[src/hw/rtl/psws_pkg.sv]
package psws_pkg;

	localparam logic [1:0] OP_MIDI   = 2'd0;
	localparam logic [1:0] OP_FRAME  = 2'd1;
	localparam logic [1:0] OP_ALLOFF = 2'd2;

	localparam logic [3:0] NIB_NOTE_ON  = 4'h9;
	localparam logic [3:0] NIB_NOTE_OFF = 4'h8;

	// Q48 phase increment of note 0 at 48 kHz
	localparam logic [63:0] BASE_C0 = 64'd47943391863;
	localparam int Q48_W = 48;

	localparam int JOBQ_DEPTH = 4;
	localparam int JOBQ_AW    = 2;

	typedef struct packed {
		logic [1:0]         opcode;
		logic [7:0]         status_byte;
		logic [6:0]         data_one;
		logic [6:0]         data_two;
		logic signed [31:0] left_in;
		logic signed [31:0] right_in;
	} cmd_item_t;

	typedef struct packed {
		logic signed [31:0] left_out;
		logic signed [31:0] right_out;
	} mix_item_t;

	typedef enum logic [1:0] {
		JOB_NOTE_ON  = 2'd0,
		JOB_NOTE_OFF = 2'd1,
		JOB_FRAME    = 2'd2,
		JOB_ALL_OFF  = 2'd3
	} job_kind_t;

	typedef struct packed {
		job_kind_t          kind;
		logic [6:0]         note;
		logic [6:0]         velocity;
		logic [Q48_W-1:0]   inc_q48;
		logic signed [31:0] left_in;
		logic signed [31:0] right_in;
	} job_t;

	// (BASE_C0 * 2^(k/12) in Q24) >> 24, folded to constants
	function automatic logic [Q48_W-1:0] semi_base(input logic [3:0] k);
		logic [63:0] r;
		case (k)
			4'd0:    r = (BASE_C0 * 64'd16777216) >> 24;
			4'd1:    r = (BASE_C0 * 64'd17774841) >> 24;
			4'd2:    r = (BASE_C0 * 64'd18831788) >> 24;
			4'd3:    r = (BASE_C0 * 64'd19951585) >> 24;
			4'd4:    r = (BASE_C0 * 64'd21137968) >> 24;
			4'd5:    r = (BASE_C0 * 64'd22394897) >> 24;
			4'd6:    r = (BASE_C0 * 64'd23726567) >> 24;
			4'd7:    r = (BASE_C0 * 64'd25137422) >> 24;
			4'd8:    r = (BASE_C0 * 64'd26632170) >> 24;
			4'd9:    r = (BASE_C0 * 64'd28215802) >> 24;
			4'd10:   r = (BASE_C0 * 64'd29893600) >> 24;
			4'd11:   r = (BASE_C0 * 64'd31671168) >> 24;
			default: r = 64'd0;
		endcase
		return r[Q48_W-1:0];
	endfunction

endpackage

[src/hw/rtl/psws_front.sv]
module psws_front (
	input  logic                  cmd_valid,
	input  psws_pkg::cmd_item_t   cmd,
	input  logic                  cmd_stall,
	output logic                  push,
	output psws_pkg::job_t        job
);

	logic [3:0]  nib;
	logic [12:0] oct_prod;
	logic [3:0]  oct;
	logic [6:0]  oct12;
	logic [6:0]  semi;
	logic        keep;

	assign nib = cmd.status_byte[7:4];

	// note / 12 by reciprocal, exact for 0..127
	assign oct_prod = 13'(cmd.data_one) * 13'd43;
	assign oct      = oct_prod[12:9];
	assign oct12    = 7'(oct) * 7'd12;
	assign semi     = cmd.data_one - oct12;

	always_comb begin
		keep         = 1'b0;
		job.kind     = psws_pkg::JOB_FRAME;
		job.note     = cmd.data_one;
		job.velocity = cmd.data_two;
		job.inc_q48  = psws_pkg::semi_base(semi[3:0]) << oct;
		job.left_in  = cmd.left_in;
		job.right_in = cmd.right_in;
		case (cmd.opcode)
			psws_pkg::OP_MIDI: begin
				if (nib == psws_pkg::NIB_NOTE_ON && cmd.data_two != 7'd0) begin
					keep     = 1'b1;
					job.kind = psws_pkg::JOB_NOTE_ON;
				end else if (nib == psws_pkg::NIB_NOTE_ON || nib == psws_pkg::NIB_NOTE_OFF) begin
					keep     = 1'b1;
					job.kind = psws_pkg::JOB_NOTE_OFF;
				end
			end
			psws_pkg::OP_FRAME: begin
				keep     = 1'b1;
				job.kind = psws_pkg::JOB_FRAME;
			end
			psws_pkg::OP_ALLOFF: begin
				keep     = 1'b1;
				job.kind = psws_pkg::JOB_ALL_OFF;
			end
			default: begin
				keep = 1'b0;
			end
		endcase
	end

	assign push = cmd_valid && !cmd_stall && keep;

endmodule

[config.mk]
export PLATFORM = sky130hd
export DESIGN_NAME = psws_front
export DESIGN_NICKNAME = d
export VERILOG_FILES = /design/src/hw/rtl/psws_pkg.sv /design/src/hw/rtl/psws_front.sv
export SDC_FILE = /design/constraint.sdc
export NUM_CORES = 1
export LEC_CHECK = 0
export BUFFER_PORTS_ARGS = -buffer_cell sky130_fd_sc_hd__buf_2
export CORE_AREA = 4 4 147 106
export DETAILED_ROUTE_END_ITERATION = 10
export DIE_AREA = 0 0 151 110
export PLACE_DENSITY = 0.7
export SLEW_MARGIN = 20
export SYNTH_ARGS = -nofsm -noshare
export SYNTH_HDL_FRONTEND = slang
export SYNTH_SLANG_ARGS = --single-unit
[constraint.sdc]
create_clock -name vclk -period 18.39
set_clock_uncertainty 0.05 [all_clocks]
set_input_delay 3.678 -clock vclk [all_inputs]
set_output_delay 3.678 -clock vclk [all_outputs]
set_load 0.005 [all_outputs]
==> results.py <==
metrics = {
    "drt": {
        "viasPerCell": 6.29,
        "initialDrtViolationCount": 931,
        "ant_nets": 0,
        "wirelength_um": 17400,
        "wl_per_cell_um": 20.1,
        "num_vias": 5440,
        "dr.pass1.iters": 6,
        "drc": 0,
    },
    "timing": {
        "setup_viol_count_final": 0,
        "hold_ws_ns": 7.31,
        "slew_violations": 0,
        "min_period_ns": 14.63,
        "tightest_slew_ns": 0.938,
        "period_share": 0.796,
        "max_freq_ghz": 0.0683,
        "setup_tns_ns": 0,
        "slew_headroom": 0.375,
        "rsz0062_at_grt": "false",
        "hold_viol": 0,
    },
    "worst_hold_path": {
        "hold_class": "input port to primary output",
    },
    "final_layout": {
        "fillCellCount": 1527,
        "clkbuf_count": 0,
        "most-common-layout-cells": "buf_2 (87), a21oi_1 (59), nor2_1 (54)",
        "nNetsFinal": 813,
        "fin_area_mm2": 0.00484,
        "seq_cells": 0,
        "antennaDiodeCount": 0,
        "fin_cells": 865,
        "drive_gt1_frac": 0.212,
        "final_common_cell": "buf_2",
        "multi_input_area_mm2": 0.00394,
        "areaGrowthSynthToFinish_pct": -1.12,
        "final-seq-area_um2": 0,
    },
    "placement": {
        "io_buffers": 87,
        "dp_cells": 865,
        "hpwl_um": 12700,
        "gp_congestion": 1.04,
        "placed_area_mm2": 0.00484,
    },
    "yosys": {
        "syn_avg_cell_area_um2": 6.91,
        "synth_cells": 709,
        "syn_area_mm2": 0.00490,
        "synthTopCellsByArea": "buf_4 (13%), ha_1 (10%), mux2i_1 (7.8%)",
        "seq_area_frac_synth": 0,
        "synth.distinct_cells": 77,
        "synthDominantCellAreaShare": 0.132,
        "ys_warn_count": 0,
        "yosysTopAreaCell": "buf_4",
        "synth_fp_nets": 845,
    },
    "die": {
        "die_w_um": 151,
        "die_y_um": 110,
        "num_io_pins": 219,
        "initial_core_util": 0.351,
        "core_area_mm2": 0.0140,
        "die-area_mm2": 0.0166,
        "core.rowCount": 36,
    },
    "grt": {
        "grt_pass1_wl_um": 27600,
        "antenna_found_initial": 0,
        "grt_usage": 0.203,
        "grt_pass1_vias": 5021,
        "grt_overflow": 0,
        "grt_max_degree": 51,
    },
    "pwr": {
        "p_per_area_mw_per_mm2": 241,
        "vdd_drop_max_uv": 134,
        "power.leakage_uw": 0.00217,
    },
    "critical_path": {
        "critPathRequiredTime_ns": 14.66,
        "start_kind": "input port",
        "cp-end-kind": "primary output",
        "arrival_ns": 10.90,
        "worstSetupPathType": "input port to primary output",
        "path_max_fanout": 46,
    },
    "clock_tree": {
        "cts_setup_buffers": 0,
        "cts-hold-fix-buffers": 0,
        "cts_resized": 0,
    },
    "job": {
        "maxCapViolations": 0,
    },
    "status": {
        "outcome": "completed",
    },
}
==> stage by stage <==
step	util	power (µW)	setup slack, ns
after floorplan	-	806	5.63
final	0.347	1170	3.76
after global placement	0.347	1120	4.01
after global routing	0.347	1270	3.40
after CTS	0.347	1130	4.02
after detailed placement	0.347	1120	4.05
==> path summary, 6_finish.rpt <==
| check | start | end | slack, ns | cells past startpoint |
|---|---|---|---|---|
| worst max-delay path | cmd[72] | job[88] | 3.76 | 23 |
| worst min-delay path | cmd[16] | job[16] | 7.31 | 0 |
==> power breakdown <==
part / internal, µW / leakage, µW / total (µW) / switching (µW)
logic: 440 / 0.00217 / 1170 / 727
clock network: 0 / 0 / 0 / 0
registers: 0 / 0 / 0 / 0
==> cell families after synthesis <==
logic type | after synthesis | share of synthesized area
multiplexers | 52 | 0.117
AO/OA/AOI/OAI | 244 | 0.339
adder cells (fa/ha/maj) | 46 | 0.127
buffers and inverters | 168 | 0.202
AND/OR/NAND/NOR | 190 | 0.195
XOR/XNOR | 9 | 0.0207
==> routing by layer <==
| metal | global-route usage | wire length [µm] | vias to the layer above |
|---|---|---|---|
| met5 | 0 | 0 | - |
| met1 | 0.295 | 7580 | 2512 |
| li1 | - | - | 2494 |
| met3 | 0.0842 | 2590 | 38 |
| met2 | 0.281 | 6880 | 396 |
| met4 | 0.0349 | 351 | 0 |
==> worst max-delay path, stage by stage <==
cell and delay [ns]:
buf_2 0.43, ha_1 0.33, inv_1 0.08, fa_1 0.42
fa_1 0.56, inv_1 0.04, ha_1 0.28, o21ai_0 0.12
a211o_1 0.37, nand4_4 0.13, buf_4 0.44, inv_2 0.08
ha_1 0.24, xnor2_2 0.65, xnor2_2 0.24, nand3_2 0.44
nand2_4 0.52, o22ai_1 0.13, a221oi_1 0.74, mux2i_1 0.21
mux2_2 0.34, mux2_2 0.27, buf_2 0.13
==> cells in the mapped netlist, types with 6 or more instances <==
cell type / count
buf_4: 86
fa_1: 6
clkbuf_1: 26
buf_2: 17
nand3_1: 18
and3_1: 8
nor3_1: 19
o211ai_1: 12
a211oi_1: 13
nand2_1: 46
mux2_2: 11
o21ai_1: 8
a31oi_1: 10
a21oi_1: 59
nand2b_1: 6
o21a_1: 6
ha_1: 40
a221oi_1: 11
nor2_1: 55
o21ai_0: 44
a22oi_1: 8
inv_1: 29
mux2i_1: 38
and2_1: 7
==> layout make-up <==
class | instances | share of cell area
inverters | 32 | 0.0248
multi-input cells | 541 | 0.813
well taps | 190 | 0.0491
repair buffers | 102 | 0.113
Power figures use the tool's default switching activity.
