**config.mk**
```make
export PLATFORM = sky130hd
export DESIGN_NAME = psws_fifo
export DESIGN_NICKNAME = d
export VERILOG_FILES = /design/src/hw/rtl/psws_pkg.sv /design/src/hw/rtl/psws_fifo.sv
export SDC_FILE = /design/constraint.sdc
export NUM_CORES = 1
export LEC_CHECK = 0
export BUFFER_PORTS_ARGS = -buffer_cell sky130_fd_sc_hd__buf_2
export CAP_MARGIN = 15
export CORE_MARGIN = 4
export CORE_UTILIZATION = 43
export DETAILED_ROUTE_END_ITERATION = 8
export PLACE_DENSITY = 0.72
export SLEW_MARGIN = 20
export SYNTH_ARGS = -nofsm -noshare
export SYNTH_HDL_FRONTEND = slang
export SYNTH_SLANG_ARGS = --single-unit
```
**constraint.sdc**
```tcl
create_clock -name clk -period 5.5 [get_ports clk]
set_clock_uncertainty 0.15 [all_clocks]
set_input_delay 0.275 -clock clk [delete_from_list [all_inputs] [get_ports clk]]
set_output_delay 0.275 -clock clk [all_outputs]
set_load 0.005 [all_outputs]
```
**src/hw/rtl/psws_pkg.sv**
```systemverilog
package psws_pkg;

	localparam logic [1:0] OP_MIDI   = 2'd0;
	localparam logic [1:0] OP_FRAME  = 2'd1;
	localparam logic [1:0] OP_ALLOFF = 2'd2;

	localparam logic [3:0] NIB_NOTE_ON  = 4'h9;
	localparam logic [3:0] NIB_NOTE_OFF = 4'h8;

	// Q48 phase increment of note 0 at 48 kHz
	localparam logic [63:0] BASE_C0 = 64'd47943391863;
	localparam int Q48_W = 48;

	localparam int JOBQ_DEPTH = 4;
	localparam int JOBQ_AW    = 2;

	typedef struct packed {
		logic [1:0]         opcode;
		logic [7:0]         status_byte;
		logic [6:0]         data_one;
		logic [6:0]         data_two;
		logic signed [31:0] left_in;
		logic signed [31:0] right_in;
	} cmd_item_t;

	typedef struct packed {
		logic signed [31:0] left_out;
		logic signed [31:0] right_out;
	} mix_item_t;

	typedef enum logic [1:0] {
		JOB_NOTE_ON  = 2'd0,
		JOB_NOTE_OFF = 2'd1,
		JOB_FRAME    = 2'd2,
		JOB_ALL_OFF  = 2'd3
	} job_kind_t;

	typedef struct packed {
		job_kind_t          kind;
		logic [6:0]         note;
		logic [6:0]         velocity;
		logic [Q48_W-1:0]   inc_q48;
		logic signed [31:0] left_in;
		logic signed [31:0] right_in;
	} job_t;

	// (BASE_C0 * 2^(k/12) in Q24) >> 24, folded to constants
	function automatic logic [Q48_W-1:0] semi_base(input logic [3:0] k);
		logic [63:0] r;
		case (k)
			4'd0:    r = (BASE_C0 * 64'd16777216) >> 24;
			4'd1:    r = (BASE_C0 * 64'd17774841) >> 24;
			4'd2:    r = (BASE_C0 * 64'd18831788) >> 24;
			4'd3:    r = (BASE_C0 * 64'd19951585) >> 24;
			4'd4:    r = (BASE_C0 * 64'd21137968) >> 24;
			4'd5:    r = (BASE_C0 * 64'd22394897) >> 24;
			4'd6:    r = (BASE_C0 * 64'd23726567) >> 24;
			4'd7:    r = (BASE_C0 * 64'd25137422) >> 24;
			4'd8:    r = (BASE_C0 * 64'd26632170) >> 24;
			4'd9:    r = (BASE_C0 * 64'd28215802) >> 24;
			4'd10:   r = (BASE_C0 * 64'd29893600) >> 24;
			4'd11:   r = (BASE_C0 * 64'd31671168) >> 24;
			default: r = 64'd0;
		endcase
		return r[Q48_W-1:0];
	endfunction

endpackage

```
**src/hw/rtl/psws_fifo.sv**
```systemverilog
module psws_fifo (
	input  logic            clk,
	input  logic            arst_n,
	input  logic            push,
	input  psws_pkg::job_t  push_job,
	input  logic            pop,
	output logic            full,
	output logic            not_empty,
	output psws_pkg::job_t  head
);

	psws_pkg::job_t                 mem_q [psws_pkg::JOBQ_DEPTH];
	logic [psws_pkg::JOBQ_AW-1:0]   wr_ptr_q;
	logic [psws_pkg::JOBQ_AW-1:0]   rd_ptr_q;
	logic [psws_pkg::JOBQ_AW:0]     count_q;

	assign full      = (count_q == (psws_pkg::JOBQ_AW + 1)'(psws_pkg::JOBQ_DEPTH));
	assign not_empty = (count_q != '0);
	assign head      = mem_q[rd_ptr_q];

	always_ff @(posedge clk) begin
		if (push) begin
			mem_q[wr_ptr_q] <= push_job;
		end
	end

	always_ff @(posedge clk or negedge arst_n) begin
		if (!arst_n) begin
			wr_ptr_q <= '0;
			rd_ptr_q <= '0;
			count_q  <= '0;
		end else begin
			if (push) begin
				wr_ptr_q <= wr_ptr_q + 1'b1;
			end
			if (pop) begin
				rd_ptr_q <= rd_ptr_q + 1'b1;
			end
			if (push && !pop) begin
				count_q <= count_q + 1'b1;
			end else if (pop && !push) begin
				count_q <= count_q - 1'b1;
			end
		end
	end

endmodule

```
==> metrics <==
Max Fclk about 300 MHz; Worst EP required 5.08 ns; critical path arrival 2.86 ns; FILL cells 3159; crit path time final ~3.3 ns; Placed Cells approximately 1500; Post-synth top flop edfxtp_1; max-slew violation count 0; largest area contributor in the netlist edfxtp_1; clk slew on worst S/H paths 0.06 ns; Netlist cell types 19; Lkg Pwr 8.22 nW; H-tree Lvls 2; Fin. Hold Viols 0; type of the worst min-delay path input pin to flop; cts repair resizes 0; Row Count 76; post-synthesis sequential area ratio 0.824; GP Congestion slightly above 0.7; status finished, final reports clean; Core ar. between 0.04 and 0.05 mm2; Post-synth ARST share 0.0135; Startpoint Class flop; CP endpoint kind output pin; Die Ht approximately 220 um; final WL between 30000 and 40000 um; TritonCTS Buffers 53; remaining global-route overflow 0; worst rel slew slack 0.325; largest net degree at the start of global routing a little under 80; final setup vio count 0; Max clock buf depth 3; Vias/cell approximately 5.0; mapped cell area approximately 0.019 mm2; top cell type's share of synthesized area 0.815; Setup TNS 0 ns; Post-CTS Setup Inserts 0; share of cells above drive strength 1 0.411; YS warnings 0; Avg Inst Size Synth about 27 um2; CTS tree done; crit share post-route 0.597; synthesis-to-finish area growth 26.7%; Seq cells post-synth 519; antenna violations before repair 5; RSZ-0062 raised after global routing false; Die X around 220 um; syn nets 841; multi-input logic area around 0.0031 mm2; die area between 0.04 and 0.05 mm2; Initial Util 0.436; number of max-cap violations 0; PortBufs ~260; drt first-iter violations 536; WL/cell around 21 um; sequential cell area approximately 0.016 mm2; all-layer global routing usage 0.162; Peak supply drop 349 uV; pwr dens roughly 500 mW/mm2; fin nets 1271; Pre-antenna DRT Iters 4; first-pass GRT wire length ~60000 um; non-filler instance count after layout roughly 1800; vias in the first global route ~9900; CTS root buffer clkbuf_16; clock sinks 519; top post-synthesis cells by area edfxtp_1, mux4_2, dfrtp_1; critical path fanouts, max 52; Post-synth EDFFs 512; DRC 0; clock latency on the worst-skew pair 0.58 ns; # IOs ~260; via count a little under 9000; Synth Instances approximately 700; antenna-violating nets left 0; HPWL after detailed placement between 20000 and 25000 um; critical path class flop to output pin; Worst Max-Slew Pin Slew roughly 1.0 ns
area by class of cell:
cell class              instances  share of cell area
multi-input cells             151               0.129
clock buffers                  72              0.0606
flip-flops and latches        519               0.651
repair buffers                404               0.115
well taps                     585              0.0306
clock inverters                27              0.0123
inverters                       4            0.000628
diodes                          3            0.000314
sequential cells by signal (all words and copies together), names as in the netlist:
name / count
count_q: 3
mem_q: 512
rd_ptr_q: 2
wr_ptr_q: 2
path summary, 6_finish.rpt:
| kind | slack (ns) | from | end | cells after the start |
|---|---|---|---|---|
| worst max-delay path | 2.22 | rd_ptr_q[1] | head[36] | 3 |
| worst min-delay path | 0.29 | push_job[2] | mem_q[2][2] | 2 |
| worst max register to register | 2.90 | wr_ptr_q[0] | mem_q[3][12] | 3 |
| worst min register to register | 0.34 | count_q[2] | count_q[2] | 1 |
| max in group asynchronous | 4.42 | arst_n | rd_ptr_q[0] | 3 |
| min in group asynchronous | 0.50 | arst_n | count_q[2] | 3 |
through the flow:
stage	utilization	worst slack [ns]	hold slack (ns)	total power, W	instance area (um2)
5_1_grt	0.552	2.01	0.273	0.0128	23900
3_3_place_gp	0.481	2.75	-0.0344	0.00862	20800
6_report	0.552	2.22	0.291	0.0121	23900
4_1_cts	0.552	2.09	0.246	0.0123	23900
2_1_floorplan	-	1.29	-0.171	0.00746	18900
3_5_place_dp	0.481	2.74	-0.0304	0.00868	20800
cell families (layout without fill, tap and decap cells):
family	Yosys count	after routing	synth area share
XOR/XNOR	6	6	0.00279
adder cells (fa/ha/maj)	6	6	0.00438
buffers and inverters	33	507	0.0121
multiplexers	129	129	0.153
AO/OA/AOI/OAI	1	1	0.000265
AND/OR/NAND/NOR	9	9	0.00265
flip-flops	519	519	0.824
other	0	3	0
cells in the final DEF (no fill, tap or decap):
cell | netlist | routed
diode_2 | 0 | 3
or3_1 | 1 | 1
buf_4 | 1 | 8
mux4_2 | 128 | 128
clkinv_4 | 0 | 1
edfxtp_1 | 512 | 512
nand2_1 | 2 | 2
nor2_1 | 1 | 1
inv_8 | 0 | 1
clkbuf_1 | 2 | 14
dfrtp_4 | 0 | 2
clkinv_1 | 0 | 8
fa_1 | 1 | 1
dlygate4sd3_1 | 0 | 132
clkbuf_16 | 0 | 53
xor2_1 | 4 | 4
inv_1 | 4 | 4
clkinv_2 | 0 | 9
mux2_2 | 1 | 1
and2_4 | 0 | 4
clkbuf_8 | 0 | 5
ha_1 | 5 | 5
xnor2_1 | 2 | 2
dfrtp_1 | 7 | 5
buf_12 | 0 | 3
bufinv_16 | 0 | 6
inv_6 | 0 | 2
nor3b_1 | 1 | 1
buf_2 | 15 | 261
o21ai_0 | 1 | 1
critical path, stage by stage, from the launching register on:
cell and delay (ns):
dfrtp_4 0.95, buf_4 0.68, mux4_2 0.44, buf_2 0.15
where the power goes:
| part | internal (W) | total [W] | switching, W |
|---|---|---|---|
| clock network | 0.00212 | 0.00354 | 0.00142 |
| logic | 0.00156 | 0.00306 | 0.00150 |
| registers | 0.00518 | 0.00551 | 0.000331 |
synthesized netlist by cell type (all sizes together), types with 2 or more instances:
cell type and count:
inv 4, dfrtp 7, nand2 2, xnor2 2, clkbuf 2, and2 4
buf 27, xor2 4, ha 5, mux4 128, edfxtp 512
repair_timing:
item,CTS,global route
setup endpoints to repair,0,0
hold buffers,132,0
hold endpoints to repair,524,0
layer usage:
metal  up-vias  GRT usage  share of wire
met5         -          0        0.00072
met4         4     0.0483          0.021
met3        59     0.0424          0.066
met2       252      0.277           0.52
met1      4678      0.206           0.39
li1       3917          -              -
No activity file was read; power rests on OpenSTA's default activity.
